===== src/rtl/fqs_pkg.sv =====
// fqs_pkg: shared types and codes of the fifo queue with search
// used by fqs_store and fifo_queue_with_search_unit, no dependencies
package fqs_pkg;

    localparam int DEPTH_DEF      = 16;
    localparam int DATA_WIDTH_DEF = 32;
    localparam int VALUE_W        = 32;
    localparam int STATUS_W       = 3;
    localparam int POS_W          = 5;

    typedef logic [1:0] t_mode;
    localparam t_mode MODE_INSERT = 2'd0;
    localparam t_mode MODE_DELETE = 2'd1;
    localparam t_mode MODE_SEARCH = 2'd2;

    typedef logic [STATUS_W-1:0] t_status;
    localparam t_status STAT_OK       = 3'd0;
    localparam t_status STAT_EMPTY    = 3'd1;
    localparam t_status STAT_FULL     = 3'd2;
    localparam t_status STAT_NOTFOUND = 3'd3;
    localparam t_status STAT_FOUND    = 3'd4;

    typedef enum logic [2:0] {
        S_IDLE,
        S_EXEC,
        S_DEQ,
        S_READ,
        S_CMP,
        S_FIN
    } t_state;

    typedef struct packed {
        logic wr_en;
        logic rd_en;
    } t_mem_cmd;

endpackage


===== src/rtl/fqs_store.sv =====
// fqs_store: ring storage of the queue, one write port and one registered read port
// depends on fqs_pkg
module fqs_store
    import fqs_pkg::*;
#(
    parameter int DEPTH      = DEPTH_DEF,
    parameter int DATA_WIDTH = DATA_WIDTH_DEF,
    localparam int AW        = $clog2(DEPTH)
) (
    input  logic                  i_clk,
    input  t_mem_cmd              i_cmd,
    input  logic [AW-1:0]         i_waddr,
    input  logic [DATA_WIDTH-1:0] i_wdata,
    input  logic [AW-1:0]         i_raddr,
    output logic [DATA_WIDTH-1:0] o_rdata
);

    logic [DATA_WIDTH-1:0] r_mem [DEPTH];
    logic [DATA_WIDTH-1:0] r_rdata;

    always_ff @(posedge i_clk) begin
        if (i_cmd.wr_en) begin
            r_mem[i_waddr] <= i_wdata;
        end
    end

    always_ff @(posedge i_clk) begin
        if (i_cmd.rd_en) begin
            r_rdata <= r_mem[i_raddr];
        end
    end

    assign o_rdata = r_rdata;

endmodule


===== src/rtl/fifo_queue_with_search_unit.sv =====
// fifo_queue_with_search_unit: bounded fifo of words with delete and key search
// depends on fqs_pkg and fqs_store
//
// usage
//   input channel i_valid/o_ready carries one request beat: i_mode (0 insert,
//   1 delete oldest, 2 search) and i_value (value to insert or search key).
//   output channel o_valid/i_ready carries result beats: o_status, o_data_out,
//   o_position and o_last, which marks the final beat of a request.
//   one request at a time: o_ready is high only while the sequencer is idle.
//   insert writes in the exec state; delete reads the head in exec and returns
//   it in the dequeue state; search passes a read and a compare state per entry,
//   then a finish state. one storage read per entry, on the single registered
//   read port, sets the scan rate. mode 3 is taken and dropped with no result.
//   a search keeps one found match pending until the next match or the end of
//   the scan, so each match beat goes out once its successor is known.
//   results pass through one output register; when the receiver stalls the
//   sequencer waits on that register and resumes when it drains.
//   reset (synchronous, active low) empties the queue; stored words are not
//   cleared and are never read before being written.
module fifo_queue_with_search_unit
    import fqs_pkg::*;
#(
    parameter int DEPTH      = DEPTH_DEF,
    parameter int DATA_WIDTH = DATA_WIDTH_DEF
) (
    input  logic                      i_clk,
    input  logic                      i_rst_n,
    input  logic                      i_valid,
    output logic                      o_ready,
    input  logic [1:0]                i_mode,
    input  logic signed [VALUE_W-1:0] i_value,
    output logic                      o_valid,
    input  logic                      i_ready,
    output logic [STATUS_W-1:0]       o_status,
    output logic signed [VALUE_W-1:0] o_data_out,
    output logic [POS_W-1:0]          o_position,
    output logic                      o_last
);

    localparam int AW = $clog2(DEPTH);
    localparam int OW = $clog2(DEPTH + 1);

    t_state                r_state, n_state;
    logic [AW-1:0]         r_head, n_head;
    logic [AW-1:0]         r_tail, n_tail;
    logic [OW-1:0]         r_occ, n_occ;
    t_mode                 r_mode, n_mode;
    logic [DATA_WIDTH-1:0] r_key, n_key;
    logic [AW-1:0]         r_slot, n_slot;
    logic [AW-1:0]         r_cnt, n_cnt;
    logic                  r_pend_valid, n_pend_valid;
    logic [VALUE_W-1:0]    r_pend_data, n_pend_data;
    logic [POS_W-1:0]      r_pend_pos, n_pend_pos;
    logic                  r_out_valid, n_out_valid;
    t_status               r_out_status, n_out_status;
    logic [VALUE_W-1:0]    r_out_data, n_out_data;
    logic [POS_W-1:0]      r_out_pos, n_out_pos;
    logic                  r_out_last, n_out_last;

    t_mem_cmd              w_cmd;
    logic [AW-1:0]         w_raddr;
    logic [DATA_WIDTH-1:0] w_rdata;
    logic [DATA_WIDTH-1:0] w_vin;
    logic [DATA_WIDTH+VALUE_W-1:0] w_vin_ext;
    logic [DATA_WIDTH+VALUE_W-1:0] w_rd_ext;
    logic [VALUE_W-1:0]    w_rd_out;
    logic [AW:0]           w_pos_full;
    logic [AW+POS_W:0]     w_pos_ext;
    logic [POS_W-1:0]      w_pos;
    logic                  w_out_free;
    logic                  w_empty;
    logic                  w_full;
    logic                  w_match;
    logic                  w_last_entry;
    logic                  w_hold;

    function automatic logic [AW-1:0] wrap_inc(input logic [AW-1:0] p);
        return (p == AW'(DEPTH - 1)) ? '0 : p + AW'(1);
    endfunction

    fqs_store #(
        .DEPTH      (DEPTH),
        .DATA_WIDTH (DATA_WIDTH)
    ) u_store (
        .i_clk   (i_clk),
        .i_cmd   (w_cmd),
        .i_waddr (r_tail),
        .i_wdata (r_key),
        .i_raddr (w_raddr),
        .o_rdata (w_rdata)
    );

    assign w_vin_ext    = {{DATA_WIDTH{1'b0}}, i_value};
    assign w_vin        = w_vin_ext[DATA_WIDTH-1:0];
    assign w_rd_ext     = {{VALUE_W{w_rdata[DATA_WIDTH-1]}}, w_rdata};
    assign w_rd_out     = w_rd_ext[VALUE_W-1:0];
    assign w_pos_full   = {1'b0, r_cnt} + (AW+1)'(1);
    assign w_pos_ext    = {{POS_W{1'b0}}, w_pos_full};
    assign w_pos        = w_pos_ext[POS_W-1:0];
    assign w_out_free   = !r_out_valid || i_ready;
    assign w_empty      = (r_occ == '0);
    assign w_full       = (r_occ == OW'(DEPTH));
    assign w_match      = (w_rdata == r_key);
    assign w_last_entry = ((OW'(r_cnt) + OW'(1)) == r_occ);
    assign w_hold       = w_match && r_pend_valid && !w_out_free;
    assign w_raddr      = (r_state == S_READ) ? r_slot : r_head;

    assign o_ready    = (r_state == S_IDLE);
    assign o_valid    = r_out_valid;
    assign o_status   = r_out_status;
    assign o_data_out = $signed(r_out_data);
    assign o_position = r_out_pos;
    assign o_last     = r_out_last;

    // next state
    always_comb begin
        n_state = r_state;
        unique case (r_state)
            S_IDLE: begin
                if (i_valid) begin
                    case (i_mode)
                        MODE_INSERT, MODE_DELETE, MODE_SEARCH: n_state = S_EXEC;
                        default: n_state = S_IDLE;
                    endcase
                end
            end
            S_EXEC: begin
                unique case (r_mode)
                    MODE_INSERT: begin
                        if (w_out_free) n_state = S_IDLE;
                    end
                    MODE_DELETE: begin
                        if (!w_empty) n_state = S_DEQ;
                        else if (w_out_free) n_state = S_IDLE;
                    end
                    MODE_SEARCH: begin
                        if (!w_empty) n_state = S_READ;
                        else if (w_out_free) n_state = S_IDLE;
                    end
                    default: n_state = S_IDLE;
                endcase
            end
            S_DEQ: begin
                if (w_out_free) n_state = S_IDLE;
            end
            S_READ: n_state = S_CMP;
            S_CMP: begin
                if (!w_hold) n_state = w_last_entry ? S_FIN : S_READ;
            end
            S_FIN: begin
                if (w_out_free) n_state = S_IDLE;
            end
            default: n_state = S_IDLE;
        endcase
    end

    // datapath and outputs
    always_comb begin
        w_cmd        = '0;
        n_head       = r_head;
        n_tail       = r_tail;
        n_occ        = r_occ;
        n_mode       = r_mode;
        n_key        = r_key;
        n_slot       = r_slot;
        n_cnt        = r_cnt;
        n_pend_valid = r_pend_valid;
        n_pend_data  = r_pend_data;
        n_pend_pos   = r_pend_pos;
        n_out_valid  = r_out_valid && !i_ready;
        n_out_status = r_out_status;
        n_out_data   = r_out_data;
        n_out_pos    = r_out_pos;
        n_out_last   = r_out_last;
        unique case (r_state)
            S_IDLE: begin
                if (i_valid) begin
                    n_mode = i_mode;
                    n_key  = w_vin;
                end
            end
            S_EXEC: begin
                unique case (r_mode)
                    MODE_INSERT: begin
                        if (w_out_free) begin
                            n_out_valid = 1'b1;
                            n_out_data  = '0;
                            n_out_pos   = '0;
                            n_out_last  = 1'b1;
                            if (w_full) begin
                                n_out_status = STAT_FULL;
                            end else begin
                                n_out_status = STAT_OK;
                                w_cmd.wr_en  = 1'b1;
                                n_tail       = wrap_inc(r_tail);
                                n_occ        = r_occ + OW'(1);
                            end
                        end
                    end
                    MODE_DELETE, MODE_SEARCH: begin
                        if (w_empty) begin
                            if (w_out_free) begin
                                n_out_valid  = 1'b1;
                                n_out_status = STAT_EMPTY;
                                n_out_data   = '0;
                                n_out_pos    = '0;
                                n_out_last   = 1'b1;
                            end
                        end else if (r_mode == MODE_DELETE) begin
                            w_cmd.rd_en = 1'b1;
                        end else begin
                            n_slot       = r_head;
                            n_cnt        = '0;
                            n_pend_valid = 1'b0;
                        end
                    end
                    default: ;
                endcase
            end
            S_DEQ: begin
                if (w_out_free) begin
                    n_out_valid  = 1'b1;
                    n_out_status = STAT_OK;
                    n_out_data   = w_rd_out;
                    n_out_pos    = '0;
                    n_out_last   = 1'b1;
                    n_head       = wrap_inc(r_head);
                    n_occ        = r_occ - OW'(1);
                end
            end
            S_READ: begin
                w_cmd.rd_en = 1'b1;
            end
            S_CMP: begin
                if (!w_hold) begin
                    if (w_match) begin
                        if (r_pend_valid) begin
                            n_out_valid  = 1'b1;
                            n_out_status = STAT_FOUND;
                            n_out_data   = r_pend_data;
                            n_out_pos    = r_pend_pos;
                            n_out_last   = 1'b0;
                        end
                        n_pend_valid = 1'b1;
                        n_pend_data  = w_rd_out;
                        n_pend_pos   = w_pos;
                    end
                    n_slot = wrap_inc(r_slot);
                    n_cnt  = r_cnt + AW'(1);
                end
            end
            S_FIN: begin
                if (w_out_free) begin
                    n_out_valid  = 1'b1;
                    n_out_last   = 1'b1;
                    n_pend_valid = 1'b0;
                    if (r_pend_valid) begin
                        n_out_status = STAT_FOUND;
                        n_out_data   = r_pend_data;
                        n_out_pos    = r_pend_pos;
                    end else begin
                        n_out_status = STAT_NOTFOUND;
                        n_out_data   = '0;
                        n_out_pos    = '0;
                    end
                end
            end
            default: ;
        endcase
    end

    always_ff @(posedge i_clk) begin
        if (!i_rst_n) begin
            r_state      <= S_IDLE;
            r_head       <= '0;
            r_tail       <= '0;
            r_occ        <= '0;
            r_pend_valid <= 1'b0;
            r_out_valid  <= 1'b0;
        end else begin
            r_state      <= n_state;
            r_head       <= n_head;
            r_tail       <= n_tail;
            r_occ        <= n_occ;
            r_pend_valid <= n_pend_valid;
            r_out_valid  <= n_out_valid;
        end
    end

    always_ff @(posedge i_clk) begin
        r_mode       <= n_mode;
        r_key        <= n_key;
        r_slot       <= n_slot;
        r_cnt        <= n_cnt;
        r_pend_data  <= n_pend_data;
        r_pend_pos   <= n_pend_pos;
        r_out_status <= n_out_status;
        r_out_data   <= n_out_data;
        r_out_pos    <= n_out_pos;
        r_out_last   <= n_out_last;
    end

    // empty or full ring has head and tail on the same slot
    a_ring_ptrs: assert property (@(posedge i_clk) disable iff (!i_rst_n)
        (w_empty || w_full) |-> (r_head == r_tail))
        else $error("ring pointers disagree with occupancy");

    // occupancy moves by at most one per request step
    a_occ_step: assert property (@(posedge i_clk) disable iff (!i_rst_n)
        ##1 ((r_occ == $past(r_occ)) || (r_occ == $past(r_occ) + OW'(1))
            || (r_occ == $past(r_occ) - OW'(1))))
        else $error("occupancy jumped");

    // a pending match exists only inside a search scan
    a_pend_scope: assert property (@(posedge i_clk) disable iff (!i_rst_n)
        r_pend_valid |-> ((r_state == S_READ) || (r_state == S_CMP) || (r_state == S_FIN)))
        else $error("pending match outside search");

    // a found beat always carries a nonzero position when it fits the field
    a_found_pos: assert property (@(posedge i_clk) disable iff (!i_rst_n)
        (r_out_valid && (r_out_status == STAT_FOUND) && (DEPTH < 32)) |-> (r_out_pos != '0))
        else $error("found beat without position");

    // a real request leaves idle for the sequencer
    a_accept: assert property (@(posedge i_clk) disable iff (!i_rst_n)
        (i_valid && o_ready && ((i_mode == MODE_INSERT) || (i_mode == MODE_DELETE)
            || (i_mode == MODE_SEARCH))) |=> (r_state == S_EXEC))
        else $error("request beat not taken up");

endmodule


===== config.mk =====
export PLATFORM = sky130hd
export DESIGN_NAME = fifo_queue_with_search_unit
export DESIGN_NICKNAME = d
export VERILOG_FILES = /design/src/rtl/fqs_pkg.sv /design/src/rtl/fqs_store.sv /design/src/rtl/fifo_queue_with_search_unit.sv
export SDC_FILE = /design/constraint.sdc
export NUM_CORES = 1
export LEC_CHECK = 0
export ABC_AREA = 1
export BUFFER_PORTS_ARGS = -buffer_cell sky130_fd_sc_hd__buf_2
export CAP_MARGIN = 10
export CORE_UTILIZATION = 30
export CTS_CLUSTER_SIZE = 40
export DETAILED_ROUTE_END_ITERATION = 16
export SLEW_MARGIN = 20
export SYNTH_ARGS = -nofsm -noshare
export SYNTH_HDL_FRONTEND = slang
export SYNTH_SLANG_ARGS = --single-unit
export TNS_END_PERCENT = 100

===== constraint.sdc =====
create_clock -name i_clk -period 11.49 [get_ports i_clk]
set_clock_uncertainty 0.05 [all_clocks]
set_input_delay 1.149 -clock i_clk [delete_from_list [all_inputs] [get_ports i_clk]]
set_output_delay 1.149 -clock i_clk [all_outputs]
set_load 0.005 [all_outputs]

==> results.txt <==
The number of instances in the synthesized netlist is 2,244. The sequential-to-total area share from yosys stat came out at 0.731. Yosys instantiated no cell more often than sky130_fd_sc_hd__edfxtp_1. The die is 306 um tall. The number of global-route vias before repair is 16,500. The layout net count is 2,389.

The area fraction of the dominant cell type after synthesis came out at 0.718. The initial antenna violation count is 10. The number of hold violations in the final report is 0.

The relative slew slack came out at 0.296. In this run the worst hold path is classified as flop to flop. Clock tree synthesis selected as its root buffer the cell sky130_fd_sc_hd__clkbuf_16.

The Yosys step of the flow raised 0 warnings. Using the TritonRoute via totals, the vias-per-cell ratio works out to 4.83. The remaining global-route overflow came out at 0. Once the clock tree was built, the setup fixing pass inserted 0 buffers. The total negative slack for setup checks came out at 0 ps. The worst hold path was traced through 0 stages. The top achievable clock speed is 0.284 GHz. The first-pass GRT wire length came out at 105,000 um. The clock slew seen by the registers of the worst setup and hold paths came out at 60 ps. STA classifies the critical path endpoint as a flop. The number of maximum-capacitance constraint violations came out at 0. The synthesized cell area came out at 0.0278 mm2.

The run finished with clean final reports. Ranked by instance count, the synthesized netlist is headed by sky130_fd_sc_hd__edfxtp_1, sky130_fd_sc_hd__nor2_1, sky130_fd_sc_hd__o21ai_0, sky130_fd_sc_hd__nand2_1, sky130_fd_sc_hd__inv_1. The synthesized design contains 682 register bits. In the final routed layout, each cell accounts on average for 19.7 um. The slew at the pin closest to its max-slew limit is 1060 ps.

The data required time of the worst path came out at 11,770 ps. The area of the die came out at 0.0938 mm2. The number of placement rows came out at 111. Of the total synthesized cell area, the portion taken by XOR and XNOR cells is 0.00725. Dividing the final minimum period by the clock period gives 0.306.

The synthesized-area fraction occupied by ao, oa, aoi and oai cells was 0.111. The repair_antennas step left the layout with diodes totalling 0. After synthesis, the largest family of logic cells by area is compound AO/OA/AOI/OAI gates. Data arrives at the worst endpoint at 3800 ps.

The critical path is of the flop to flop type. The share of layout cells above drive strength 1 is 0.114. No sink is reached through more buffers than the 3 on the longest clock path. The synthesized-area fraction occupied by and/or/nand/nor cells came out at 0.101. The total wire length after detailed routing came out at 70,500 um. The detailed-router iteration count before antenna repair came out at 5. For this design, the sink count on the clock tree is 682. The final critical path time including I/O delays and setup came out at 3520 ps. Of the total synthesized cell area, the portion taken by full adders, half adders and majority gates is 0.00703. The latest clock arrival within the worst-skew pair came out at 620 ps.

The power per unit of standard cell area came out at 165 mW/mm2. Yosys attributes the largest share of cell area to sky130_fd_sc_hd__edfxtp_1, sky130_fd_sc_hd__o21ai_0, sky130_fd_sc_hd__nor2_1, sky130_fd_sc_hd__o211ai_1, sky130_fd_sc_hd__nand2_1. The number of flops mapped to enable cells by yosys came out at 664.

The overall track demand over capacity in global routing came out at 0.148. The maximum fanout along the worst path came out at 57. Detailed routing inserted a total of 17,300 vias.

The leakage power summed over all cells is 0.0109 uW. The count of final setup violators is 0. From synthesis to final layout, the design area changed by 15.8%. The mux share of post-synthesis cell area came out at 0. The number of nets with antenna violations after detailed routing came out at 0.

The fraction of registers with async set/reset is 0. The I/O pin total is 81. The number of buffers added to fix hold violations after cts came out at 0. The main flop type after synthesis is sky130_fd_sc_hd__edfxtp_1. The clock tree from TritonCTS is built. Routability-driven placement finished with a final weighted congestion of 0.829. The largest net degree at the start of global routing is 165. The placed wire-length estimate after detailed placement came out at 40,800 um. The synthesized area per cell came out at 12.4 um2. From left edge to right edge, the die measures 306 um.

The count of cells resized by post-cts repair came out at 0. The maximum ir drop on the vdd rail is 0.107 mV. Counting the buffers created by CTS gives 74. The post-synthesis net count came out at 2,297. Setup repair after global routing left no endpoint under its margin. The number of DRC violations after detailed routing is 0. The total number of H-tree levels is 3.

Measured in cells, the most critical reg-to-reg path has a length of 9. The cell count after placement is 3,444. The count of port buffers added during placement is 80. The DRC marker count from the first detailed-route iteration came out at 1,621. The core region is 0.0917 mm2. Leaving out filler cells and counting taps, the final layout contains 3,582.

Across all register-to-register paths, the minimum setup slack is 7970 ps. The post-synthesis cell type count is 38. The max-slew violation total from the final report is 0. The starting utilization of the core area came out at 0.303. STA classifies the critical path startpoint as a flop. The overall power after layout is 5320 uW. The synthesized design spends more area on one cell type than any other, namely sky130_fd_sc_hd__edfxtp_1.
==> routing by layer <==
metal,vias up,part of all wire,global-route usage
met5,-,0.0013,0
met2,563,0.45,0.232
met3,124,0.069,0.0275
met4,14,0.026,0.0462
met1,8434,0.45,0.209
li1,8178,-,-
==> critical path: stages, from the launching register on <==
cell and delay, ps:
sky130_fd_sc_hd__dfxtp_1 480, sky130_fd_sc_hd__nand3_4 260, sky130_fd_sc_hd__o21ai_4 180, sky130_fd_sc_hd__buf_4 530, sky130_fd_sc_hd__inv_2 440, sky130_fd_sc_hd__buf_4 340, sky130_fd_sc_hd__o21ai_0 100, sky130_fd_sc_hd__o21ai_0 110
sky130_fd_sc_hd__o211ai_1 500, sky130_fd_sc_hd__nand2_1 120
==> through the flow <==
step | utilization | worst slack (ps) | hold slack, ps | area, um2
global route | 0.351 | 7820 | 443 | 32100
detailed placement | 0.324 | 7750 | 416 | 29700
CTS | 0.350 | 8030 | 428 | 32100
finish | 0.351 | 7970 | 431 | 32100
global placement | 0.323 | 7810 | 405 | 29600
floorplan | - | 7050 | 400 | 27800
==> flip-flops by register name, indices dropped and copies added, names as in the netlist, 4 cells and up <==
name             flops
u_store.r_mem      512
o_data_out          32
r_key               32
r_pend_data         32
u_store.o_rdata     32
o_position           5
r_occ                5
r_pend_pos           5
r_cnt                4
r_head               4
r_slot               4
r_tail               4
==> power by group <==
group / leakage (uW) / internal (uW) / switching, uW
clock network: 0.00119 / 1420 / 982
logic: 0.00357 / 37.1 / 88.1
registers: 0.00616 / 2760 / 34.2
==> logic make-up (layout without fill, tap and decap cells) <==
logic type	after synthesis	after routing
simple gates	714	714
flops	682	682
compound gates	531	531
buf+inv	279	431
xor+xnor	23	23
fa+ha+maj	15	15
==> cell type report <==
cell class	instances	area, um2
inverter	166	623
timing repair buffer	129	846
sequential	682	20300
tap	1186	1480
multi-input combinational	1283	6470
clock buffer	96	1970
fill	8828	59500
clock inverter	40	462
==> cells in the final DEF (no fill, tap or decap), types with 2 or more instances in the layout <==
cell type                    instances
sky130_fd_sc_hd__edfxtp_1          664
sky130_fd_sc_hd__nor2_1            372
sky130_fd_sc_hd__o21ai_0           296
sky130_fd_sc_hd__nand2_1           263
sky130_fd_sc_hd__inv_1             161
sky130_fd_sc_hd__o211ai_1          138
sky130_fd_sc_hd__buf_2              80
sky130_fd_sc_hd__clkbuf_16          75
sky130_fd_sc_hd__nand3_1            48
sky130_fd_sc_hd__buf_4              44
sky130_fd_sc_hd__a21oi_1            39
sky130_fd_sc_hd__o21ai_1            32
sky130_fd_sc_hd__clkbuf_1           20
sky130_fd_sc_hd__dfxtp_1            18
sky130_fd_sc_hd__nor2_4             16
sky130_fd_sc_hd__ha_1               14
sky130_fd_sc_hd__xor2_1             13
sky130_fd_sc_hd__clkinv_2           13
sky130_fd_sc_hd__xnor2_1            10
sky130_fd_sc_hd__bufinv_16           9
sky130_fd_sc_hd__clkinv_1            8
sky130_fd_sc_hd__o221ai_1            6
sky130_fd_sc_hd__a211oi_1            6
sky130_fd_sc_hd__inv_6               6
sky130_fd_sc_hd__inv_2               5
sky130_fd_sc_hd__o21ai_4             5
sky130_fd_sc_hd__a22o_1              3
sky130_fd_sc_hd__nor3_1              3
sky130_fd_sc_hd__buf_12              3
sky130_fd_sc_hd__o22ai_1             2
sky130_fd_sc_hd__nor2_2              2
sky130_fd_sc_hd__nand4_1             2
sky130_fd_sc_hd__nor3_2              2
sky130_fd_sc_hd__clkinvlp_4          2
sky130_fd_sc_hd__buf_16              2
==> final timing paths <==
check	endpoint	from
max reg2reg	u_store.o_rdata[28]$_DFFE_PP_	r_state[0]$_SDFFE_PN0P_
max	u_store.o_rdata[28]$_DFFE_PP_	r_state[0]$_SDFFE_PN0P_
min	r_pend_data[2]$_DFFE_PP_	u_store.o_rdata[2]$_DFFE_PP_
min reg2reg	r_pend_data[2]$_DFFE_PP_	u_store.o_rdata[2]$_DFFE_PP_
(Power assumes the default switching activity.)
